<file path="src/hdl/assert_macros.svh">
// assertion macros shared by the rtl files
`ifndef ASSERT_MACROS_SVH
`define ASSERT_MACROS_SVH
`ifndef SYNTH
`define SVG_ASSERT(lbl, clk, rstn, prop) \
  lbl: assert property (@(posedge clk) disable iff (!rstn) prop) else $error("assertion failed");
`define SVG_ASSERT_NORST(lbl, clk, prop) \
  lbl: assert property (@(posedge clk) prop) else $error("assertion failed");
`else
`define SVG_ASSERT(lbl, clk, rstn, prop)
`define SVG_ASSERT_NORST(lbl, clk, prop)
`endif
`endif

</file>
<file path="src/hdl/svg_pkg.sv">
// ---------------------------------------------------------------------------
// svg_pkg: shared types and constants of the star vertex generator
// holds the command struct between front and back and the cordic table
// ---------------------------------------------------------------------------
package svg_pkg;

  localparam int unsigned CordicIters = 24;

  // one vertex job handed from front to back
  typedef struct packed {
    logic [5:0]         sides;
    logic signed [23:0] center_x;
    logic signed [23:0] center_y;
    logic [23:0]        radius;
    logic [15:0]        angle;
    logic               is_outer;
    logic [5:0]         vertex_number;
    logic               path_start;
    logic               path_end;
  } vtx_cmd_t;

  typedef enum logic [1:0] {
    FrIdle,
    FrDivide,
    FrEmit
  } fr_state_e;

  // back engine phases
  typedef enum logic [2:0] {
    BkIdle,
    BkCordic,
    BkMul,
    BkPlace,
    BkOut
  } bk_state_e;

  // arctangent table in 2^-32 turns
  function automatic logic [31:0] atan_turn(input logic [4:0] i);
    logic [31:0] r;
    begin
      case (i)
        5'd0:  r = 32'h20000000;
        5'd1:  r = 32'h12E4051E;
        5'd2:  r = 32'h09FB385B;
        5'd3:  r = 32'h051111D4;
        5'd4:  r = 32'h028B0D43;
        5'd5:  r = 32'h0145D7E1;
        5'd6:  r = 32'h00A2F61E;
        5'd7:  r = 32'h00517C55;
        5'd8:  r = 32'h0028BE53;
        5'd9:  r = 32'h00145F2F;
        5'd10: r = 32'h000A2F98;
        5'd11: r = 32'h000517CC;
        5'd12: r = 32'h00028BE6;
        5'd13: r = 32'h000145F3;
        5'd14: r = 32'h0000A2FA;
        5'd15: r = 32'h0000517D;
        5'd16: r = 32'h000028BE;
        5'd17: r = 32'h0000145F;
        5'd18: r = 32'h00000A30;
        5'd19: r = 32'h00000518;
        5'd20: r = 32'h0000028C;
        5'd21: r = 32'h00000146;
        5'd22: r = 32'h000000A3;
        5'd23: r = 32'h00000051;
        default: r = 32'h0;
      endcase
      return r;
    end
  endfunction

endpackage

</file>
<file path="src/hdl/svg_front.sv">
// ---------------------------------------------------------------------------
// svg_front: star intake and vertex job sequencer
// checks each star, works out angle steps by a serial divider and issues
// one job per vertex in path order
// ---------------------------------------------------------------------------
`include "assert_macros.svh"
module svg_front (
  input  logic              clk_i,
  input  logic              rst_ni,
  input  logic              in_valid_i,
  output logic              in_ready_o,
  input  logic [5:0]        side_count_i,
  input  logic [23:0]       center_x_i,
  input  logic [23:0]       center_y_i,
  input  logic [23:0]       outer_radius_i,
  input  logic [23:0]       inner_radius_i,
  input  logic [15:0]       outer_angle_i,
  input  logic [15:0]       inner_angle_i,
  output logic              cmd_valid_o,
  input  logic              cmd_ready_i,
  output svg_pkg::vtx_cmd_t cmd_o
);
  import svg_pkg::*;

  fr_state_e   state_q, state_d;
  logic [5:0]  sides_q;
  logic [23:0] cx_q, cy_q, r1_q, r2_q;
  logic [15:0] a1_q, a2_q;
  logic [4:0]  k_q;
  logic        pass_q;
  // serial divider: numerator k*2^16 + sides/2, 22 bits
  logic [21:0] num_q;
  logic [5:0]  rem_q;
  logic [21:0] quo_q;
  logic [4:0]  bit_q;
  logic [15:0] off_q;

  logic [5:0]  sides_sat;
  logic        skip;
  logic [6:0]  trial;
  logic        last_vtx;

  assign sides_sat = (side_count_i > 6'd32) ? 6'd32 : side_count_i;
  assign skip = (outer_radius_i == 24'd0) || (inner_radius_i == 24'd0) ||
                (side_count_i < 6'd3);
  assign trial = {rem_q, num_q[bit_q]};
  assign last_vtx = pass_q && ({1'b0, k_q} == sides_q - 6'd1);

  // next state
  always_comb begin
    state_d = state_q;
    in_ready_o = 1'b0;
    cmd_valid_o = 1'b0;
    unique case (state_q)
      FrIdle: begin
        in_ready_o = 1'b1;
        if (in_valid_i && !skip) state_d = FrDivide;
      end
      FrDivide: begin
        if (bit_q == 5'd0) state_d = FrEmit;
      end
      FrEmit: begin
        cmd_valid_o = 1'b1;
        if (cmd_ready_i && pass_q) begin
          state_d = last_vtx ? FrIdle : FrDivide;
        end
      end
      default: state_d = FrIdle;
    endcase
  end

  always_ff @(posedge clk_i or negedge rst_ni) begin
    if (!rst_ni) begin
      state_q <= FrIdle;
    end else begin
      state_q <= state_d;
    end
  end

  // datapath registers
  always_ff @(posedge clk_i) begin
    unique case (state_q)
      FrIdle: begin
        sides_q <= sides_sat;
        cx_q <= center_x_i;
        cy_q <= center_y_i;
        r1_q <= outer_radius_i;
        r2_q <= inner_radius_i;
        a1_q <= outer_angle_i;
        a2_q <= inner_angle_i;
        k_q <= 5'd0;
        pass_q <= 1'b0;
        num_q <= {16'd0, 1'b0, sides_sat[5:1]};
        rem_q <= 6'd0;
        bit_q <= 5'd21;
      end
      FrDivide: begin
        if (trial >= {1'b0, sides_q}) begin
          rem_q <= 6'(trial - {1'b0, sides_q});
          quo_q[bit_q] <= 1'b1;
        end else begin
          rem_q <= trial[5:0];
          quo_q[bit_q] <= 1'b0;
        end
        if (bit_q == 5'd0) begin
          off_q <= (bit_q == 5'd0 && trial >= {1'b0, sides_q}) ?
                   {quo_q[15:1], 1'b1} : {quo_q[15:1], 1'b0};
        end else begin
          bit_q <= bit_q - 5'd1;
        end
      end
      FrEmit: begin
        if (cmd_ready_i) begin
          pass_q <= ~pass_q;
          if (pass_q) begin
            k_q <= k_q + 5'd1;
            num_q <= {k_q + 5'd1, 16'd0} + {16'd0, 1'b0, sides_q[5:1]};
            rem_q <= 6'd0;
            bit_q <= 5'd21;
          end
        end
      end
      default: ;
    endcase
  end

  always_comb begin
    cmd_o.sides = sides_q;
    cmd_o.center_x = cx_q;
    cmd_o.center_y = cy_q;
    cmd_o.radius = pass_q ? r2_q : r1_q;
    cmd_o.angle = (pass_q ? a2_q : a1_q) + off_q;
    cmd_o.is_outer = ~pass_q;
    cmd_o.vertex_number = {k_q, pass_q};
    cmd_o.path_start = (k_q == 5'd0) && !pass_q;
    cmd_o.path_end = last_vtx;
  end

  `SVG_ASSERT(a_ready_idle, clk_i, rst_ni, in_ready_o |-> !cmd_valid_o)
  `SVG_ASSERT(a_sides_ok, clk_i, rst_ni,
    cmd_valid_o |-> (sides_q >= 6'd3 && sides_q <= 6'd32))
  `SVG_ASSERT(a_end_idle, clk_i, rst_ni,
    (cmd_valid_o && cmd_ready_i && cmd_o.path_end) |=> in_ready_o)
endmodule

</file>
<file path="config.mk">
export PLATFORM = sky130hd
export DESIGN_NAME = svg_front
export DESIGN_NICKNAME = d
export VERILOG_FILES = /design/src/hdl/svg_pkg.sv /design/src/hdl/svg_front.sv
export VERILOG_INCLUDE_DIRS = /design/src /design/src/hdl
export SDC_FILE = /design/constraint.sdc
export NUM_CORES = 1
export LEC_CHECK = 0
export BUFFER_PORTS_ARGS = -buffer_cell sky130_fd_sc_hd__buf_2
export CORE_MARGIN = 2
export CORE_UTILIZATION = 56
export CTS_BUF_LIST = sky130_fd_sc_hd__clkbuf_8 sky130_fd_sc_hd__clkbuf_16
export DETAILED_ROUTE_END_ITERATION = 7
export PLACE_DENSITY = 0.85
export RECOVER_POWER = 25
export SYNTH_ARGS = -nofsm -noshare
export SYNTH_HDL_FRONTEND = slang
export SYNTH_SLANG_ARGS = --single-unit
</file>
<file path="constraint.sdc">
create_clock -name clk_i -period 13.75 [get_ports clk_i]
set_input_delay 1.375 -clock clk_i [delete_from_list [all_inputs] [get_ports clk_i]]
set_output_delay 1.375 -clock clk_i [all_outputs]
set_load 0.05 [all_outputs]
</file>
==> results of run 1 <==
[worst max-delay path by stage]
| stage | endpoint | from | cells past startpoint |
|---|---|---|---|
| after CTS | cmd_o[23] | pass_q | 12 |
| after global routing | cmd_o[24] | pass_q | 10 |
| after detailed placement | cmd_o[23] | pass_q | 12 |
| after global placement | cmd_o[23] | pass_q | 12 |
| final | cmd_o[23] | pass_q | 12 |
| after floorplan | in_ready_o | state_q[1] | 1 |
[worst max-delay path, stage by stage, from the launching register on]
cell and delay, ns:
edfxtp_1 0.33, buf_4 0.51, mux2_1 0.39, ha_1 0.20
inv_1 0.07, fa_1 0.20, nor2b_1 0.06, o21ai_1 0.20
a21boi_1 0.17, o211ai_1 0.44, nand2_1 0.17, o311ai_1 0.34
buf_2 0.32
[through the flow]
stage,worst slack (ns),util
global route,8.27,0.701
detailed placement,9.02,0.662
finish,8.47,0.701
global placement,9.22,0.662
CTS,8.51,0.702
floorplan,5.72,-
[cells in the final DEF (no fill, tap or decap), drive strengths merged, types with 3 or more instances in the layout]
master / n
a21o: 6
a21oi: 20
a31oi: 3
and2: 6
buf: 232
clkbuf: 31
clkinv: 4
edfxtp: 187
ha: 29
inv: 31
mux2: 39
mux2i: 3
nand2: 24
nand2b: 6
nand3: 11
nand3b: 4
nand4: 4
nor2: 33
nor2b: 9
nor3: 5
nor4: 19
o21a: 4
o21ai: 20
or3: 3
xnor2: 18
xor2: 6
[per-layer routing]
| layer | vias up | track usage | routed length [um] |
|---|---|---|---|
| met5 | - | 0 | 0 |
| met2 | 281 | 0.408 | 9460 |
| li1 | 2536 | - | - |
| met1 | 2583 | 0.287 | 7090 |
| met3 | 42 | 0.0597 | 1280 |
| met4 | 0 | 0.0991 | 517 |
[synthesized netlist by cell type (all sizes together), types with 3 or more instances]
cell type	instances	area, sq um
clkbuf	11	41.3
buf	9	62.6
nor2	33	124
ha	29	363
nand3	11	55.1
edfxtp	187	5620
nand4	4	25.0
nor2b	9	56.3
xor2	6	52.6
inv	23	86.3
a21oi	20	100
nand2	24	90.1
nor4	19	119
and2	6	37.5
nand3b	4	30.0
mux2	39	439
xnor2	18	158
o21ai	20	100
mux2i	3	30.0
a21o	6	45.0
nor3	5	25.0
or3	3	18.8
a31oi	3	18.8
nand2b	6	37.5
o21a	4	30.0
[flip-flops by register name, summed over array words and instances (netlist names), named ones only]
register,count
rem_q,6
cx_q,24
cy_q,24
num_q,10
r2_q,24
r1_q,24
a2_q,16
state_q,2
off_q,16
sides_q,6
pass_q,1
a1_q,16
bit_q,5
[report_power, final]
group | switching, uW | internal [uW] | total [uW] | leakage (uW)
combinational | 690 | 260 | 950 | 0.00194
clock | 226 | 256 | 482 | 0.000281
sequential | 62.0 | 814 | 876 | 0.00177
[logic make-up after synthesis]
group           count (synthesis)
compound gates                 74
simple gates                  130
fa+ha+maj                      31
mux                            44
flops                         189
xor+xnor                       24
buf+inv                        44
[cell type report]
cell class / instances / area, sq um
sequential: 189 / 5670
fill: 932 / 4290
multi-input combinational: 303 / 2270
timing repair buffer: 246 / 1220
clock buffer: 17 / 425
tap: 184 / 230
clock inverter: 15 / 150
inverter: 24 / 104
antenna: 1 / 2.50
==> impl_metrics.toml, run 1 <==
[clock_tree]
cts_tree = "yes"
cts_made_buffers = 17
cts_setup_buffers = 0
clock_latency_ns = 0.43
clock-sinks = 189
cts_buffer_depth = 2
cts_max_level = 4
root_buffer = "clkbuf_16"
clk_pin_slew_ns = 0.07
cts_hold_buf = 0
post_cts_resize_count = 0

[timing]
finalHoldViolations = 0
holdWs_ns = 0.418
slew_viol_final = 0
tightest_slew_ns = 0.952
rsz0062_at_grt = "false"
setup_viol = 0
slew_headroom = 0.365
fin_skew_ns = 0.00774
fin_setup_tns_ns = 0
period_needed_ns = 5.28
fmax_mhz = 189
fin_crit_sh = 0.384

[floorplanning]
ios = 243
start_util = 0.566
fp.dieArea_sq_um = 15500
num_rows = 44
die_x_um = 125
core_area_sq_um = 14400
fp.dieH_um = 125

[yosys]
synthCells = 536
async_reset_ff_frac = 0.0106
synthXorXnorAreaFrac = 0.0258
synth_ff_type = "edfxtp_1"
yosysWarnings = 0
synth-simple-area-share = 0.0816
ys_seq_area_frac = 0.696
synth_fa_ha_area_frac = 0.0495
synth_edf_count = 187
avgSynthCellArea_sq_um = 15.2
ys_ff_latch = 189
synth_top_family_by_area = "simple AND/OR/NAND/NOR gates"
synth.distinct_cells = 51
synthMuxAreaShare = 0.0636
synth_compound_area_frac = 0.0578
syn-cell-area_sq_um = 8140
syn_nets = 705

[route]
firstDrtPassIters = 5
drc_errors = 0
vias_per_cell = 5.56
drtAntennaViolNets = 0
wire_per_inst_um = 18.7
drt_iter0_drc = 468
vias = 5442
wl_mm = 18.4

[worst_setup_path]
critPathMaxFanout = 46
r2r_start = "bit_q[0]"
cp.required_ns = 12.38
path_class = "reg -> out"
arrival_ns = 3.90
crit_path_start_kind = "register"
reg2reg_depth = 11
r2r_setup_slack_ns = 10.47
critPathCaptureType = "primary output"

[global_routing]
grt_max_degree = 69
antenna_found_initial = 1
grt_pass1_vias = 5563
grt_pass1_wl_mm = 28.6
globalRoute.totalOverflow = 0
grt_usage = 0.237

[placement]
dp_cells = 946
port_buffers = 242
placed_cell_area_sq_um = 9510
hpwlAfterDp_mm = 13.6
place_congestion = 0.895

[worst_hold_path]
holdPathStages = 0
min_path_type = "reg -> reg"
min_to = "off_q[10]"

[pwr]
p_leak_uw = 0.00399
power_density_nw_per_um2 = 229
peakVddDrop_v = 0.000113
total_power_uw = 2310

[final_layout]
final_nets = 950
drive_above_1_share = 0.343
final_cells = 979
area.growth.synth_to_final_pct = 23.8
design_area_sq_um = 10100

[outcome]
status = "complete, no violations"

[job]
maxCapViolCount = 0
Note: power is estimated with default switching activity, not from simulation.
==> run 2, diff against run 1 <==
--- a/config.mk
+++ b/config.mk
@@ -8,10 +8,10 @@
 export LEC_CHECK = 0
 export BUFFER_PORTS_ARGS = -buffer_cell sky130_fd_sc_hd__buf_2
 export CORE_MARGIN = 2
-export CORE_UTILIZATION = 56
+export CORE_UTILIZATION = 47
 export CTS_BUF_LIST = sky130_fd_sc_hd__clkbuf_8 sky130_fd_sc_hd__clkbuf_16
 export DETAILED_ROUTE_END_ITERATION = 7
-export PLACE_DENSITY = 0.85
+export PLACE_DENSITY = 0.76
 export RECOVER_POWER = 25
 export SYNTH_ARGS = -nofsm -noshare
 export SYNTH_HDL_FRONTEND = slang
==> constraint.sdc (replaced) <==
create_clock -name clk_i -period 4.44 [get_ports clk_i]
set_input_delay 0.444 -clock clk_i [delete_from_list [all_inputs] [get_ports clk_i]]
set_output_delay 0.444 -clock clk_i [all_outputs]
set_load 0.05 [all_outputs]
==> run 2 against run 1 <==
Effect of this change: critical path depth fell by 2; design area rose by 0.72%; power rose to 3.1 times the previous value; register-to-register slack got worse by 9.4 ns; die area rose by 19%; via count fell by 3.2%; first-iteration DRC count fell by 25%; clock power rose to 3.0 times the previous value; combinational power rose to 3.1 times the previous value; critical path type unchanged; largest power group unchanged.
==> impl_metrics.toml, run 2 (same netlist as run 1, synthesis figures left out) <==
[timing]
fmax_mhz = 248
fin_crit_sh = 0.907
finalHoldViolations = 0
period_needed_ns = 4.03
setup_viol = 0
fin_ws_ns = 0.414
slew_viol_final = 0
rsz0062_at_grt = "false"
slew_headroom = 0.365
fin_setup_tns_ns = 0
fin_skew_ns = 0.0154
tightest_slew_ns = 0.953

[clock_tree]
cts_made_buffers = 17
clock_latency_ns = 0.43
cts_tree = "yes"
cts_hold_buf = 1
cts_setup_buffers = 0
cts_max_level = 4
clk_pin_slew_ns = 0.08
root_buffer = "clkbuf_16"
clock-sinks = 189
post_cts_resize_count = 0
cts_buffer_depth = 2

[floorplanning]
start_util = 0.476
ios = 243
die_x_um = 136
fp.dieH_um = 136
fp.dieArea_sq_um = 18400
core_area_sq_um = 17100
num_rows = 48

[worst_setup_path]
crit_path_start_kind = "register"
r2r_setup_slack_ns = 1.08
arrival_ns = 3.58
r2r_start = "bit_q[0]"
path_class = "reg -> out"
critPathCaptureType = "primary output"
cp.required_ns = 4.00
reg2reg_depth = 11
critPathMaxFanout = 25

[final_layout]
area.growth.synth_to_final_pct = 24.7
final_common_cell = "buf_2"
mostFrequentLayoutCells = "buf_2 (212), edfxtp_1 (187), mux2_1 (36)"
post-route-util = 0.593
final_nets = 954
drive_above_1_share = 0.322

[worst_hold_path]
holdPathStages = 1
min_path_type = "in -> reg"
min_to = "cx_q[16]"
min-delay-start = "center_x_i[16]"

[route]
drc_errors = 0
wl_mm = 17.5
wire_per_inst_um = 17.1
firstDrtPassIters = 4
vias = 5266
drtAntennaViolNets = 0
drt_iter0_drc = 353
vias_per_cell = 5.14

[pwr]
power_density_nw_per_um2 = 698
peakVddDrop_v = 0.000561
p_leak_uw = 0.00397

[placement]
port_buffers = 242
dpl_worst_slack_ns = 0.848
hpwlAfterDp_mm = 13.1
place_congestion = 0.836

[global_routing]
antenna_found_initial = 2
globalRoute.totalOverflow = 0
grt_pass1_vias = 5076
grt_max_degree = 57
grt_usage = 0.191
grt_pass1_wl_mm = 26.3

[outcome]
status = "complete, no violations"

[job]
maxCapViolCount = 0
==> run 2: per-stage QoR <==
| step | cells | cell area (sq um) | total power [uW] | hold slack (ns) |
|---|---|---|---|---|
| floorplan | 536 | 8150 | 4990 | 0.148 |
| global placement | 990 | 9590 | 5620 | 0.240 |
| detailed placement | 990 | 9590 | 5660 | 0.239 |
| CTS | 1023 | 10200 | 7130 | 0.157 |
| global route | 1025 | 10100 | 7430 | 0.154 |
| finish | 1025 | 10100 | 7080 | 0.178 |
==> run 2: metal layers <==
layer / share of wire / vias up / global-route usage
met4: 0.020 / 0 / 0.0787
met1: 0.44 / 2515 / 0.246
met3: 0.055 / 22 / 0.0456
met5: 0 / - / 0
li1: - / 2546 / -
met2: 0.49 / 183 / 0.313
==> run 2: critical path, stage by stage (launching register included) <==
cell	delay [ns]
edfxtp_1	0.66
buf_4	0.43
mux2_1	0.36
ha_1	0.37
a21oi_1	0.10
o21bai_1	0.37
a21oi_1	0.10
o21ai_0	0.22
a41oi_1	0.08
xnor2_1	0.17
buf_2	0.27
==> run 2: report_power, final <==
group          internal, uW  switching (uW)
combinational           812            2100
sequential             2510             193
clock                   748             714
total                  4070            3010
==> run 2: layout make-up <==
class | count | area, sq um
diodes | 2 | 5.00
clock buffers | 17 | 425
clock inverters | 15 | 156
fillers | 1364 | 6970
inverters | 24 | 104
multi-input cells | 303 | 2270
flip-flops and latches | 189 | 5670
well taps | 225 | 282
repair buffers | 250 | 1240
==> run 2: how the worst max path moves through the flow <==
stage                start         to  slack [ns]  cells after the start
finish              pass_q  cmd_o[24]        0.41                     10
CTS                 pass_q  cmd_o[24]        0.37                     10
floorplan           pass_q  cmd_o[23]        0.19                      9
global placement    pass_q  cmd_o[24]         1.0                      8
detailed placement  pass_q  cmd_o[24]        0.85                     10
global route        pass_q  cmd_o[24]        0.15                     10
