==> src/hdl/assert_macros.svh <==
// assertion macros shared by the rtl files
`ifndef ASSERT_MACROS_SVH
`define ASSERT_MACROS_SVH
`ifndef SYNTH
`define SVG_ASSERT(lbl, clk, rstn, prop) \
  lbl: assert property (@(posedge clk) disable iff (!rstn) prop) else $error("assertion failed");
`define SVG_ASSERT_NORST(lbl, clk, prop) \
  lbl: assert property (@(posedge clk) prop) else $error("assertion failed");
`else
`define SVG_ASSERT(lbl, clk, rstn, prop)
`define SVG_ASSERT_NORST(lbl, clk, prop)
`endif
`endif

==> src/hdl/svg_pkg.sv <==
// ---------------------------------------------------------------------------
// svg_pkg: shared types and constants of the star vertex generator
// holds the command struct between front and back and the cordic table
// ---------------------------------------------------------------------------
package svg_pkg;

  localparam int unsigned CordicIters = 24;

  // one vertex job handed from front to back
  typedef struct packed {
    logic [5:0]         sides;
    logic signed [23:0] center_x;
    logic signed [23:0] center_y;
    logic [23:0]        radius;
    logic [15:0]        angle;
    logic               is_outer;
    logic [5:0]         vertex_number;
    logic               path_start;
    logic               path_end;
  } vtx_cmd_t;

  typedef enum logic [1:0] {
    FrIdle,
    FrDivide,
    FrEmit
  } fr_state_e;

  // back engine phases
  typedef enum logic [2:0] {
    BkIdle,
    BkCordic,
    BkMul,
    BkPlace,
    BkOut
  } bk_state_e;

  // arctangent table in 2^-32 turns
  function automatic logic [31:0] atan_turn(input logic [4:0] i);
    logic [31:0] r;
    begin
      case (i)
        5'd0:  r = 32'h20000000;
        5'd1:  r = 32'h12E4051E;
        5'd2:  r = 32'h09FB385B;
        5'd3:  r = 32'h051111D4;
        5'd4:  r = 32'h028B0D43;
        5'd5:  r = 32'h0145D7E1;
        5'd6:  r = 32'h00A2F61E;
        5'd7:  r = 32'h00517C55;
        5'd8:  r = 32'h0028BE53;
        5'd9:  r = 32'h00145F2F;
        5'd10: r = 32'h000A2F98;
        5'd11: r = 32'h000517CC;
        5'd12: r = 32'h00028BE6;
        5'd13: r = 32'h000145F3;
        5'd14: r = 32'h0000A2FA;
        5'd15: r = 32'h0000517D;
        5'd16: r = 32'h000028BE;
        5'd17: r = 32'h0000145F;
        5'd18: r = 32'h00000A30;
        5'd19: r = 32'h00000518;
        5'd20: r = 32'h0000028C;
        5'd21: r = 32'h00000146;
        5'd22: r = 32'h000000A3;
        5'd23: r = 32'h00000051;
        default: r = 32'h0;
      endcase
      return r;
    end
  endfunction

endpackage

==> src/hdl/svg_queue.sv <==
// ---------------------------------------------------------------------------
// svg_queue: two-entry job queue between front and back
// decouples vertex sequencing from the cordic engine
// ---------------------------------------------------------------------------
module svg_queue (
  input  logic              clk_i,
  input  logic              rst_ni,
  input  logic              wr_valid_i,
  output logic              wr_ready_o,
  input  svg_pkg::vtx_cmd_t wr_data_i,
  output logic              rd_valid_o,
  input  logic              rd_ready_i,
  output svg_pkg::vtx_cmd_t rd_data_o
);
  import svg_pkg::*;

  vtx_cmd_t   mem_q [2];
  logic       wp_q, rp_q;
  logic [1:0] cnt_q;
  logic       wr, rd;

  assign wr_ready_o = (cnt_q != 2'd2);
  assign rd_valid_o = (cnt_q != 2'd0);
  assign rd_data_o = mem_q[rp_q];
  assign wr = wr_valid_i && wr_ready_o;
  assign rd = rd_valid_o && rd_ready_i;

  // pointers and fill count
  always_ff @(posedge clk_i or negedge rst_ni) begin
    if (!rst_ni) begin
      wp_q <= 1'b0;
      rp_q <= 1'b0;
      cnt_q <= 2'd0;
    end else begin
      if (wr) wp_q <= ~wp_q;
      if (rd) rp_q <= ~rp_q;
      cnt_q <= cnt_q + {1'b0, wr} - {1'b0, rd};
    end
  end

  always_ff @(posedge clk_i) begin
    if (wr) mem_q[wp_q] <= wr_data_i;
  end
endmodule
==> config.mk <==
export PLATFORM = sky130hd
export DESIGN_NAME = svg_queue
export DESIGN_NICKNAME = d
export VERILOG_FILES = /design/src/hdl/assert_macros.svh /design/src/hdl/svg_pkg.sv /design/src/hdl/svg_queue.sv
export SDC_FILE = /design/constraint.sdc
export NUM_CORES = 1
export LEC_CHECK = 0
export ABC_AREA = 1
export BUFFER_PORTS_ARGS = -buffer_cell sky130_fd_sc_hd__buf_2
export CORE_ASPECT_RATIO = 0.8
export CORE_MARGIN = 4
export CORE_UTILIZATION = 50
export CTS_CLUSTER_SIZE = 24
export DETAILED_ROUTE_END_ITERATION = 10
export PLACE_DENSITY_LB_ADDON = 0.3
export SLEW_MARGIN = 40
export SYNTH_ARGS = -nofsm -noshare
export SYNTH_HDL_FRONTEND = slang
export SYNTH_SLANG_ARGS = --single-unit
==> constraint.sdc <==
create_clock -name clk_i -period 10.8 [get_ports clk_i]
set_input_delay 0.54 -clock clk_i [delete_from_list [all_inputs] [get_ports clk_i]]
set_output_delay 0.54 -clock clk_i [all_outputs]
set_load 0.1 [all_outputs]
==> report_table.html, run 1 <==
<table>
<tr><th>Metric</th><th>Value</th></tr>
<tr><th colspan="2">Logic synthesis</th></tr>
<tr><td>Asr flop ratio synth</td><td>1.90%</td></tr>
<tr><td>Number of nets produced by synthesis</td><td>679</td></tr>
<tr><td>Syn Std Cell Area</td><td>7740 um^2</td></tr>
<tr><td>Area leader, netlist</td><td>sky130_fd_sc_hd__edfxtp_1</td></tr>
<tr><td>Number of synthesized flops with an enable pin</td><td>206</td></tr>
<tr><td>Post-synthesis register bit count</td><td>210</td></tr>
<tr><td>Distinct cell type count of the synthesized netlist</td><td>11</td></tr>
<tr><td>Post-synth top cells</td><td>322 x sky130_fd_sc_hd__nand2_1, 206 x sky130_fd_sc_hd__edfxtp_1, 14 x sky130_fd_sc_hd__buf_2</td></tr>
<tr><td>Average cell area after synthesis</td><td>13.6 um^2</td></tr>
<tr><td>Most common cell in the netlist</td><td>sky130_fd_sc_hd__nand2_1</td></tr>
<tr><td>Main synth FF type</td><td>sky130_fd_sc_hd__edfxtp_1</td></tr>
<tr><td>Synthesized netlist cell count</td><td>570</td></tr>
<tr><td>Fraction of synthesized cell area taken by the top area cell type</td><td>79.9%</td></tr>
<tr><td>Yosys warning count</td><td>0</td></tr>
<tr><td>Synth area leaders</td><td>sky130_fd_sc_hd__edfxtp_1 80%, sky130_fd_sc_hd__nand2_1 16%, sky130_fd_sc_hd__dfrtp_1 1.3%</td></tr>
<tr><td>Post-synthesis sequential area ratio</td><td>81.2%</td></tr>
<tr><th colspan="2">GRT</th></tr>
<tr><td>Global-route wire length before repair</td><td>24300 um</td></tr>
<tr><td>Vias in the first global route</td><td>4695</td></tr>
<tr><td>Maximum number of pins on one net before global-route repair</td><td>between 100 and 150</td></tr>
<tr><td>Overall Global Routing Usage</td><td>17.4%</td></tr>
<tr><td>Total overflow reported by the global router</td><td>0</td></tr>
<tr><td>Initial antenna violation count</td><td>1</td></tr>
<tr><th colspan="2">Route</th></tr>
<tr><td>Wire length reported by the detailed router</td><td>15800 um</td></tr>
<tr><td>Post-detailed-route wirelength per cell</td><td>15.7 um</td></tr>
<tr><td>Per-cell via count in the routed design</td><td>4.76</td></tr>
<tr><td>Via Count</td><td>4808</td></tr>
<tr><td>Drt initial violations</td><td>242</td></tr>
<tr><td>DRT Pass-1 Iters</td><td>4</td></tr>
<tr><td>Drc violations</td><td>0</td></tr>
<tr><td>Post-DRT Antenna Nets</td><td>0</td></tr>
<tr><th colspan="2">Worst setup path</th></tr>
<tr><td>Cell occurring most often along the worst timing path</td><td>sky130_fd_sc_hd__nand2_1</td></tr>
<tr><td>Critical path startpoint category</td><td>flip-flop</td></tr>
<tr><td>Type of the worst setup path</td><td>flip-flop to output pin</td></tr>
<tr><td>Crit path cell chain</td><td>clkinv_2 -&gt; buf_4 -&gt; nand2_1 -&gt; nand2_1 -&gt; buf_2</td></tr>
<tr><td>CP Max Fanout</td><td>76</td></tr>
<tr><td>Kind of end point of the critical path</td><td>output pin</td></tr>
<tr><td>Data arrival time of the critical path</td><td>2710 ps</td></tr>
<tr><td>Slowest CP cell</td><td>sky130_fd_sc_hd__buf_4</td></tr>
<tr><td>Crit path largest cell delay</td><td>a little over 700 ps</td></tr>
<tr><td>Delay-heaviest family, CP</td><td>buffers and inverters</td></tr>
<tr><td>Crit path buffers/inverters</td><td>3</td></tr>
<tr><td>Endpoint required time on the critical path</td><td>between 10000 and 15000 ps</td></tr>
<tr><th colspan="2">Cells and area</th></tr>
<tr><td>Signed area change from the synthesized netlist to the final layout</td><td>24.0%</td></tr>
<tr><td>Layout Nets</td><td>896</td></tr>
<tr><td>Design Area, Final</td><td>9600 um^2</td></tr>
<tr><td>Fraction of final layout cells sized beyond drive strength 1</td><td>between 30% and 40%</td></tr>
<tr><td>Filler Cell Count</td><td>between 1000 and 1500</td></tr>
<tr><th colspan="2">Clock tree</th></tr>
<tr><td>Number of buffers created by CTS</td><td>21</td></tr>
<tr><td>Clock root cell</td><td>sky130_fd_sc_hd__clkbuf_16</td></tr>
<tr><td>Clock transition at path regs</td><td>60 ps</td></tr>
<tr><td>Post-CTS Resized</td><td>0</td></tr>
<tr><td>H-Tree Level Count</td><td>1</td></tr>
<tr><td>Clock Sinks</td><td>210</td></tr>
<tr><td>TritonCTS clock tree</td><td>done</td></tr>
<tr><td>Insertion delay of the later-clocked pin in the worst-skew pair</td><td>470 ps</td></tr>
<tr><td>Clock buffer depth</td><td>3</td></tr>
<tr><th colspan="2">Timing</th></tr>
<tr><td>Final setup vio count</td><td>0</td></tr>
<tr><td>Maximum achievable frequency</td><td>0.308 GHz</td></tr>
<tr><td>Max-Slew Margin vs Limit</td><td>between 40 and 50%</td></tr>
<tr><td>Final critical delay including setup and external delays</td><td>3250 ps</td></tr>
<tr><td>RSZ-0062 raised after global routing</td><td>false</td></tr>
<tr><td>Final Hold Violating Endpoints</td><td>0</td></tr>
<tr><td>TNS Setup</td><td>0 ps</td></tr>
<tr><td>Transition time of the tightest slew-check pin</td><td>815 ps</td></tr>
<tr><td>Final worst-path cycle share</td><td>30.1%</td></tr>
<tr><td>Slew Viols, Final</td><td>0</td></tr>
<tr><td>Post-route clock skew</td><td>5.95 ps</td></tr>
<tr><th colspan="2">Floorplanning</th></tr>
<tr><td>Die area</td><td>17500 um^2</td></tr>
<tr><td>Core outline area</td><td>around 15000 um^2</td></tr>
<tr><td>Horizontal extent of the die</td><td>147 um</td></tr>
<tr><td>Top-Level Pins</td><td>212</td></tr>
<tr><td>Vertical die dimension</td><td>around 120 um</td></tr>
<tr><td>Initial core utilization</td><td>between 50 and 60%</td></tr>
<tr><td>Cell row count</td><td>40</td></tr>
<tr><th colspan="2">Job</th></tr>
<tr><td>Max-cap violation count</td><td>0</td></tr>
<tr><th colspan="2">Run status</th></tr>
<tr><td>Run status</td><td>finished, final reports clean</td></tr>
<tr><th colspan="2">Worst hold path</th></tr>
<tr><td>Hold crit path type</td><td>input port to flip-flop</td></tr>
<tr><th colspan="2">Placed design</th></tr>
<tr><td>Port buffer count</td><td>211</td></tr>
<tr><td>HPWL after DPL</td><td>10200 um</td></tr>
<tr><td>Cell area after placement</td><td>8950 um^2</td></tr>
<tr><td>Gp weighted congestion</td><td>0.780</td></tr>
</table>
## registers in the layout, summed over array words and instances, names as in the netlist
register,flops
mem_q,206
cnt_q,2
wp_q,1
rp_q,1
## per-stage QoR
stage                     hold WS, ps  utilization, %  setup WS [ps]  cells
final                             252            63.5           7550   1011
after global routing              226            63.5           7370   1010
after CTS                         228            63.5           7540   1010
after detailed placement          365            59.2           8040    973
after global placement            360            59.2           8080    973
after floorplan                   244               -           4630    570
## cell usage in the layout, fill, tap and decap left out
cell	synthesis	routed
sky130_fd_sc_hd__buf_2	14	211
sky130_fd_sc_hd__buf_4	1	4
sky130_fd_sc_hd__buf_6	8	1
sky130_fd_sc_hd__bufinv_16	0	2
sky130_fd_sc_hd__clkbuf_1	0	4
sky130_fd_sc_hd__clkbuf_16	0	21
sky130_fd_sc_hd__clkinv_1	0	6
sky130_fd_sc_hd__clkinv_2	0	4
sky130_fd_sc_hd__dfrtp_1	4	3
sky130_fd_sc_hd__dfrtp_4	0	1
sky130_fd_sc_hd__diode_2	0	1
sky130_fd_sc_hd__dlygate4sd3_1	0	1
sky130_fd_sc_hd__edfxtp_1	206	206
sky130_fd_sc_hd__ha_1	2	2
sky130_fd_sc_hd__inv_1	8	7
sky130_fd_sc_hd__inv_4	0	1
sky130_fd_sc_hd__nand2_1	322	322
sky130_fd_sc_hd__nand3_1	3	3
sky130_fd_sc_hd__nor2_4	0	1
## worst paths after layout
check / from / to / slack (ps) / depth (start not counted)
setup reg to reg: cnt_q[1] / mem_q[1][69] / 8370 / 5
hold / removal: wr_data_i[1] / mem_q[0][1] / 250 / 1
max in group asynchronous: rst_ni / rp_q / 10230 / 2
hold reg to reg: wp_q / wp_q / 490 / 2
setup / recovery: rp_q / rd_data_o[34] / 7550 / 5
min in group asynchronous: rst_ni / wp_q / 420 / 2
## routing by layer
metal	vias to the layer above	wire length [um]	GRT usage, %
li1	2350	-	-
met1	2244	6520	21.8
met2	185	7320	28.3
met3	27	1680	7.30
met4	2	309	4.42
met5	-	8	0
## cell families after synthesis
logic type,count (synthesis),synth area share [%]
adder cells (fa/ha/maj),2,0.323
flip-flops,210,81.2
AND/OR/NAND/NOR,326,15.9
buffers and inverters,32,2.60
## cell type report
type	instances	area, um^2	area share (%)
Sequential cell	210	6290	65.5
Antenna cell	1	2.50	0.0261
Multi-Input combinational cell	328	1260	13.1
Inverter	9	37.5	0.391
Timing Repair Buffer	217	1110	11.5
Clock inverter	11	97.6	1.02
Clock buffer	25	541	5.63
Tap cell	210	263	2.74
## worst reg2reg max path, cell delays in order (launching register included)
cell and delay [ps]:
sky130_fd_sc_hd__dfrtp_1 400, sky130_fd_sc_hd__nand2_1 120, sky130_fd_sc_hd__nand2_1 130, sky130_fd_sc_hd__nor2_4 90, sky130_fd_sc_hd__buf_4 510, sky130_fd_sc_hd__buf_4 750
## repair_timing
action,in CTS,in global routing
hold endpoints to repair,4,0
hold buffers,1,0
setup buffers,0,0
Power of run 1 is not shown: default switching activity piles up to over one toggle a cycle in this logic, so the estimate is an artifact.
==> run 2, diff against run 1 <==
--- a/config.mk
+++ b/config.mk
@@ -5,11 +5,11 @@
 export SDC_FILE = /design/constraint.sdc
 export NUM_CORES = 1
 export LEC_CHECK = 0
-export ABC_AREA = 1
+export ABC_AREA = 0
 export BUFFER_PORTS_ARGS = -buffer_cell sky130_fd_sc_hd__buf_2
 export CORE_ASPECT_RATIO = 0.8
 export CORE_MARGIN = 4
-export CORE_UTILIZATION = 50
+export CORE_UTILIZATION = 47
 export CTS_CLUSTER_SIZE = 24
 export DETAILED_ROUTE_END_ITERATION = 10
 export PLACE_DENSITY_LB_ADDON = 0.3
==> constraint.sdc (replaced) <==
create_clock -name clk_i -period 2.82 [get_ports clk_i]
set_input_delay 0.141 -clock clk_i [delete_from_list [all_inputs] [get_ports clk_i]]
set_output_delay 0.141 -clock clk_i [all_outputs]
set_load 0.1 [all_outputs]
==> report_table.html, run 2 <==
<table>
<tr><th>Metric</th><th>Value</th></tr>
<tr><th colspan="2">Logic synthesis</th></tr>
<tr><td>Fraction of synthesized cell area taken by the top area cell type</td><td>78.5% (was 79.9%)</td></tr>
<tr><td>Post-synthesis register bit count</td><td>210 (unchanged)</td></tr>
<tr><td>Synth area leaders</td><td>sky130_fd_sc_hd__edfxtp_1 78%, sky130_fd_sc_hd__mux2_4 11%, sky130_fd_sc_hd__mux2_2 6.1% (was sky130_fd_sc_hd__edfxtp_1 80%, sky130_fd_sc_hd__nand2_1 16%, sky130_fd_sc_hd__dfrtp_1 1.3%)</td></tr>
<tr><td>Number of synthesized flops with an enable pin</td><td>206 (unchanged)</td></tr>
<tr><td>Syn Std Cell Area</td><td>7880 um^2 (was 7740 um^2)</td></tr>
<tr><td>Main synth FF type</td><td>sky130_fd_sc_hd__edfxtp_1 (unchanged)</td></tr>
<tr><td>Average cell area after synthesis</td><td>23.3 um^2 (was 13.6 um^2)</td></tr>
<tr><td>Post-synth top cells</td><td>206 x sky130_fd_sc_hd__edfxtp_1, 60 x sky130_fd_sc_hd__mux2_4, 43 x sky130_fd_sc_hd__mux2_2 (was 322 x sky130_fd_sc_hd__nand2_1, 206 x sky130_fd_sc_hd__edfxtp_1, 14 x sky130_fd_sc_hd__buf_2)</td></tr>
<tr><td>Synth Area in XOR/XNOR</td><td>0.445% (was 0%)</td></tr>
<tr><td>Area share of fa/ha/maj cells after synthesis</td><td>0.318% (was 0.323%)</td></tr>
<tr><td>Distinct cell type count of the synthesized netlist</td><td>17 (was 11)</td></tr>
<tr><td>Number of nets produced by synthesis</td><td>447 (was 679)</td></tr>
<tr><td>Yosys warning count</td><td>0 (unchanged)</td></tr>
<tr><td>Largest family of logic cells by synthesized area</td><td>multiplexers (was simple AND/OR/NAND/NOR gates)</td></tr>
<tr><td>Most common cell in the netlist</td><td>sky130_fd_sc_hd__edfxtp_1 (was sky130_fd_sc_hd__nand2_1)</td></tr>
<tr><td>Post-synthesis mux area share</td><td>17.6% (was 0%)</td></tr>
<tr><td>Area leader, netlist</td><td>sky130_fd_sc_hd__edfxtp_1 (unchanged)</td></tr>
<tr><td>Share of the synthesized area in compound gates (AO/OA/AOI/OAI)</td><td>0% (unchanged)</td></tr>
<tr><td>Simple-gate share of the synthesized area</td><td>0.413% (was 15.9%)</td></tr>
<tr><td>Post-synthesis sequential area ratio</td><td>79.8% (was 81.2%)</td></tr>
<tr><td>Asr flop ratio synth</td><td>1.90% (unchanged)</td></tr>
<tr><td>Synthesized netlist cell count</td><td>338 (was 570)</td></tr>
<tr><th colspan="2">Timing</th></tr>
<tr><td>Final setup vio count</td><td>0 (unchanged)</td></tr>
<tr><td>Post-route clock skew</td><td>7.32 ps (was 5.95 ps)</td></tr>
<tr><td>Maximum achievable frequency</td><td>0.451 GHz</td></tr>
<tr><td>Transition time of the tightest slew-check pin</td><td>630 ps (was 815 ps)</td></tr>
<tr><td>Final critical delay including setup and external delays</td><td>2220 ps</td></tr>
<tr><td>Slack of the critical path</td><td>602 ps (was 7550 ps)</td></tr>
<tr><td>Final worst-path cycle share</td><td>78.6%</td></tr>
<tr><td>Slew Viols, Final</td><td>0 (unchanged)</td></tr>
<tr><td>RSZ-0062 raised after global routing</td><td>false (unchanged)</td></tr>
<tr><td>TNS Setup</td><td>0 ps (unchanged)</td></tr>
<tr><td>Max-Slew Margin vs Limit</td><td>58.0% (was 45.6%)</td></tr>
<tr><td>Final Hold Violating Endpoints</td><td>0 (unchanged)</td></tr>
<tr><th colspan="2">Job</th></tr>
<tr><td>Max-cap violation count</td><td>0 (unchanged)</td></tr>
<tr><th colspan="2">Cells and area</th></tr>
<tr><td>Register ranked first by flip-flop count</td><td>mem_q (unchanged)</td></tr>
<tr><td>Flip-flop count of the largest register after layout</td><td>206 (unchanged)</td></tr>
<tr><td>Registers with the most flip-flops</td><td>mem_q x206, cnt_q x2 (unchanged)</td></tr>
<tr><td>Top library cells by usage in the layout, fill and taps aside</td><td>211 x sky130_fd_sc_hd__buf_2, 206 x sky130_fd_sc_hd__edfxtp_1, 106 x sky130_fd_sc_hd__dlygate4sd3_1, 60 x sky130_fd_sc_hd__mux2_4, 43 x sky130_fd_sc_hd__mux2_2 (was 322 x sky130_fd_sc_hd__nand2_1, 211 x sky130_fd_sc_hd__buf_2, 206 x sky130_fd_sc_hd__edfxtp_1, 21 x sky130_fd_sc_hd__clkbuf_16, 7 x sky130_fd_sc_hd__inv_1)</td></tr>
<tr><td>Fraction of final layout cells sized beyond drive strength 1</td><td>51.6% (was 30.8%)</td></tr>
<tr><td>Most frequent standard cell in the layout excluding fill and tap cells</td><td>sky130_fd_sc_hd__buf_2 (was sky130_fd_sc_hd__nand2_1)</td></tr>
<tr><td>Design Area, Final</td><td>10900 um^2 (was 9600 um^2)</td></tr>
<tr><td>Signed area change from the synthesized netlist to the final layout</td><td>38.3% (was 24.0%)</td></tr>
<tr><td>Number of antenna diodes</td><td>0 (was 1)</td></tr>
<tr><td>Layout Nets</td><td>781 (was 896)</td></tr>
<tr><th colspan="2">Route</th></tr>
<tr><td>Post-DRT Antenna Nets</td><td>0 (unchanged)</td></tr>
<tr><td>Wire length reported by the detailed router</td><td>15800 um (about the same)</td></tr>
<tr><td>Post-detailed-route wirelength per cell</td><td>17.5 um (was 15.7 um)</td></tr>
<tr><td>DRT Pass-1 Iters</td><td>4 (unchanged)</td></tr>
<tr><td>Drc violations</td><td>0 (unchanged)</td></tr>
<tr><td>Via Count</td><td>4306 (was 4808)</td></tr>
<tr><td>Drt initial violations</td><td>156 (was 242)</td></tr>
<tr><td>Per-cell via count in the routed design</td><td>4.76 (about the same)</td></tr>
<tr><th colspan="2">GRT</th></tr>
<tr><td>Initial antenna violation count</td><td>0 (was 1)</td></tr>
<tr><td>Overall Global Routing Usage</td><td>16.2% (was 17.4%)</td></tr>
<tr><td>Vias in the first global route</td><td>4632 (was 4695)</td></tr>
<tr><td>Total overflow reported by the global router</td><td>0 (unchanged)</td></tr>
<tr><td>Maximum number of pins on one net before global-route repair</td><td>71 (was 103)</td></tr>
<tr><td>Global-route wire length before repair</td><td>24400 um (was 24300 um)</td></tr>
<tr><th colspan="2">Worst setup path</th></tr>
<tr><td>Kind of end point of the critical path</td><td>output pin (unchanged)</td></tr>
<tr><td>Number of cells traversed by the worst register-to-register path</td><td>7 (was 5)</td></tr>
<tr><td>Critical path startpoint category</td><td>flip-flop (unchanged)</td></tr>
<tr><td>Data arrival time of the critical path</td><td>2080 ps (was 2710 ps)</td></tr>
<tr><td>CP Max Fanout</td><td>70 (was 76)</td></tr>
<tr><td>Worst reg2reg setup slack</td><td>990 ps (was 8370 ps)</td></tr>
<tr><td>Capture instance of the worst register-to-register path</td><td>cnt_q[1] (was mem_q[1][69])</td></tr>
<tr><td>Worst reg2reg startpoint</td><td>cnt_q[1] (unchanged)</td></tr>
<tr><td>Endpoint required time on the critical path</td><td>2680 ps (was 10260 ps)</td></tr>
<tr><td>Type of the worst setup path</td><td>flip-flop to output pin (unchanged)</td></tr>
<tr><td>Setup crit end</td><td>rd_data_o[11] (was rd_data_o[34])</td></tr>
<tr><td>Origin of the worst setup path</td><td>rp_q (unchanged)</td></tr>
<tr><th colspan="2">Placed design</th></tr>
<tr><td>Worst slack, placed</td><td>1000 ps (was 8040 ps)</td></tr>
<tr><td>Port buffer count</td><td>211 (unchanged)</td></tr>
<tr><td>Gp weighted congestion</td><td>0.741 (was 0.780)</td></tr>
<tr><td>HPWL after DPL</td><td>9400 um (was 10200 um)</td></tr>
<tr><td>Cell area after placement</td><td>9210 um^2 (was 8950 um^2)</td></tr>
<tr><th colspan="2">Clock tree</th></tr>
<tr><td>Clock transition at path regs</td><td>60 ps (about the same)</td></tr>
<tr><td>Clock Sinks</td><td>210 (unchanged)</td></tr>
<tr><td>Insertion delay of the later-clocked pin in the worst-skew pair</td><td>480 ps (was 470 ps)</td></tr>
<tr><td>Number of buffers created by CTS</td><td>21 (unchanged)</td></tr>
<tr><td>Clock root cell</td><td>sky130_fd_sc_hd__clkbuf_16 (unchanged)</td></tr>
<tr><td>Clock buffer depth</td><td>3 (unchanged)</td></tr>
<tr><td>H-Tree Level Count</td><td>1 (unchanged)</td></tr>
<tr><td>TritonCTS clock tree</td><td>done (unchanged)</td></tr>
<tr><th colspan="2">Run status</th></tr>
<tr><td>Run status</td><td>finished, final reports clean (unchanged)</td></tr>
<tr><th colspan="2">Floorplanning</th></tr>
<tr><td>Top-Level Pins</td><td>212 (unchanged)</td></tr>
<tr><td>Cell row count</td><td>42 (was 40)</td></tr>
<tr><td>Horizontal extent of the die</td><td>153 um (was 147 um)</td></tr>
<tr><td>Core outline area</td><td>16500 um^2 (was 15100 um^2)</td></tr>
<tr><td>Vertical die dimension</td><td>124 um (was 119 um)</td></tr>
<tr><td>Die area</td><td>18900 um^2 (was 17500 um^2)</td></tr>
<tr><td>Initial core utilization</td><td>47.8% (was 51.2%)</td></tr>
<tr><th colspan="2">Worst hold path</th></tr>
<tr><td>Hold crit path type</td><td>input port to asynchronous set/reset pin (was input port to flip-flop)</td></tr>
</table>
run 2: changes by cell type after synthesis, moves of 7 or more:
cell                      change
sky130_fd_sc_hd__nand2_1    -321
sky130_fd_sc_hd__mux2_4      +60
sky130_fd_sc_hd__mux2_2      +43
sky130_fd_sc_hd__buf_2       -10
sky130_fd_sc_hd__inv_1        -7
run 2: worst max-delay path, cell delays in order (launching register included):
cell	delay, ps
sky130_fd_sc_hd__dfrtp_4	420
sky130_fd_sc_hd__buf_12	380
sky130_fd_sc_hd__mux2_2	410
sky130_fd_sc_hd__buf_2	300
run 2: timing repair:
action / CTS / global route
buffers inserted: 0 / 0
hold endpoints to repair: 212 / 0
hold buffers: 106 / 0
gates resized for setup: 0 / 0
run 2: per-stage QoR:
| stage | hold slack [ps] | std cells | utilization [%] |
|---|---|---|---|
| floorplan | -155 | 338 | - |
| global placement | -47.5 | 763 | 55.8 |
| detailed placement | -41.5 | 763 | 55.8 |
| CTS | 3.86 | 904 | 66.0 |
| global route | 8.92 | 904 | 66.0 |
| finish | 17.3 | 904 | 66.0 |
run 2: area by class of cell:
class	count	area (um^2)
flip-flops and latches	210	6290
fillers	1135	5600
repair buffers	323	2200
multi-input cells	115	1500
clock buffers	30	579
well taps	220	275
clock inverters	5	48.8
inverters	1	3.75
run 2: layer usage:
| layer | share of wire, % | track usage, % | up-vias |
|---|---|---|---|
| met5 | 0 | 0 | - |
| met4 | 2.1 | 4.06 | 0 |
| met3 | 7.3 | 4.69 | 23 |
| met2 | 49 | 28.3 | 172 |
| met1 | 41 | 20.1 | 2109 |
| li1 | - | - | 2002 |
run 2: worst min path at each step:
stage	cells past startpoint	endpoint	startpoint	slack, ps
5_1_grt	2	cnt_q[1]	rst_ni	9
2_1_floorplan	0	cnt_q[0]	rst_ni	-150
4_1_cts	2	wp_q	rst_ni	4
6_report	2	cnt_q[1]	rst_ni	20
3_5_place_dp	1	cnt_q[1]	rst_ni	-40
3_3_place_gp	1	cnt_q[0]	rst_ni	-50
run 2: cells by family after synthesis:
kind of cell	after synthesis
flip-flops	210
multiplexers	103
buffers and inverters	13
AND/OR/NAND/NOR	6
XOR/XNOR	4
adder cells (fa/ha/maj)	2
Power of run 2 is left out for the same reason.
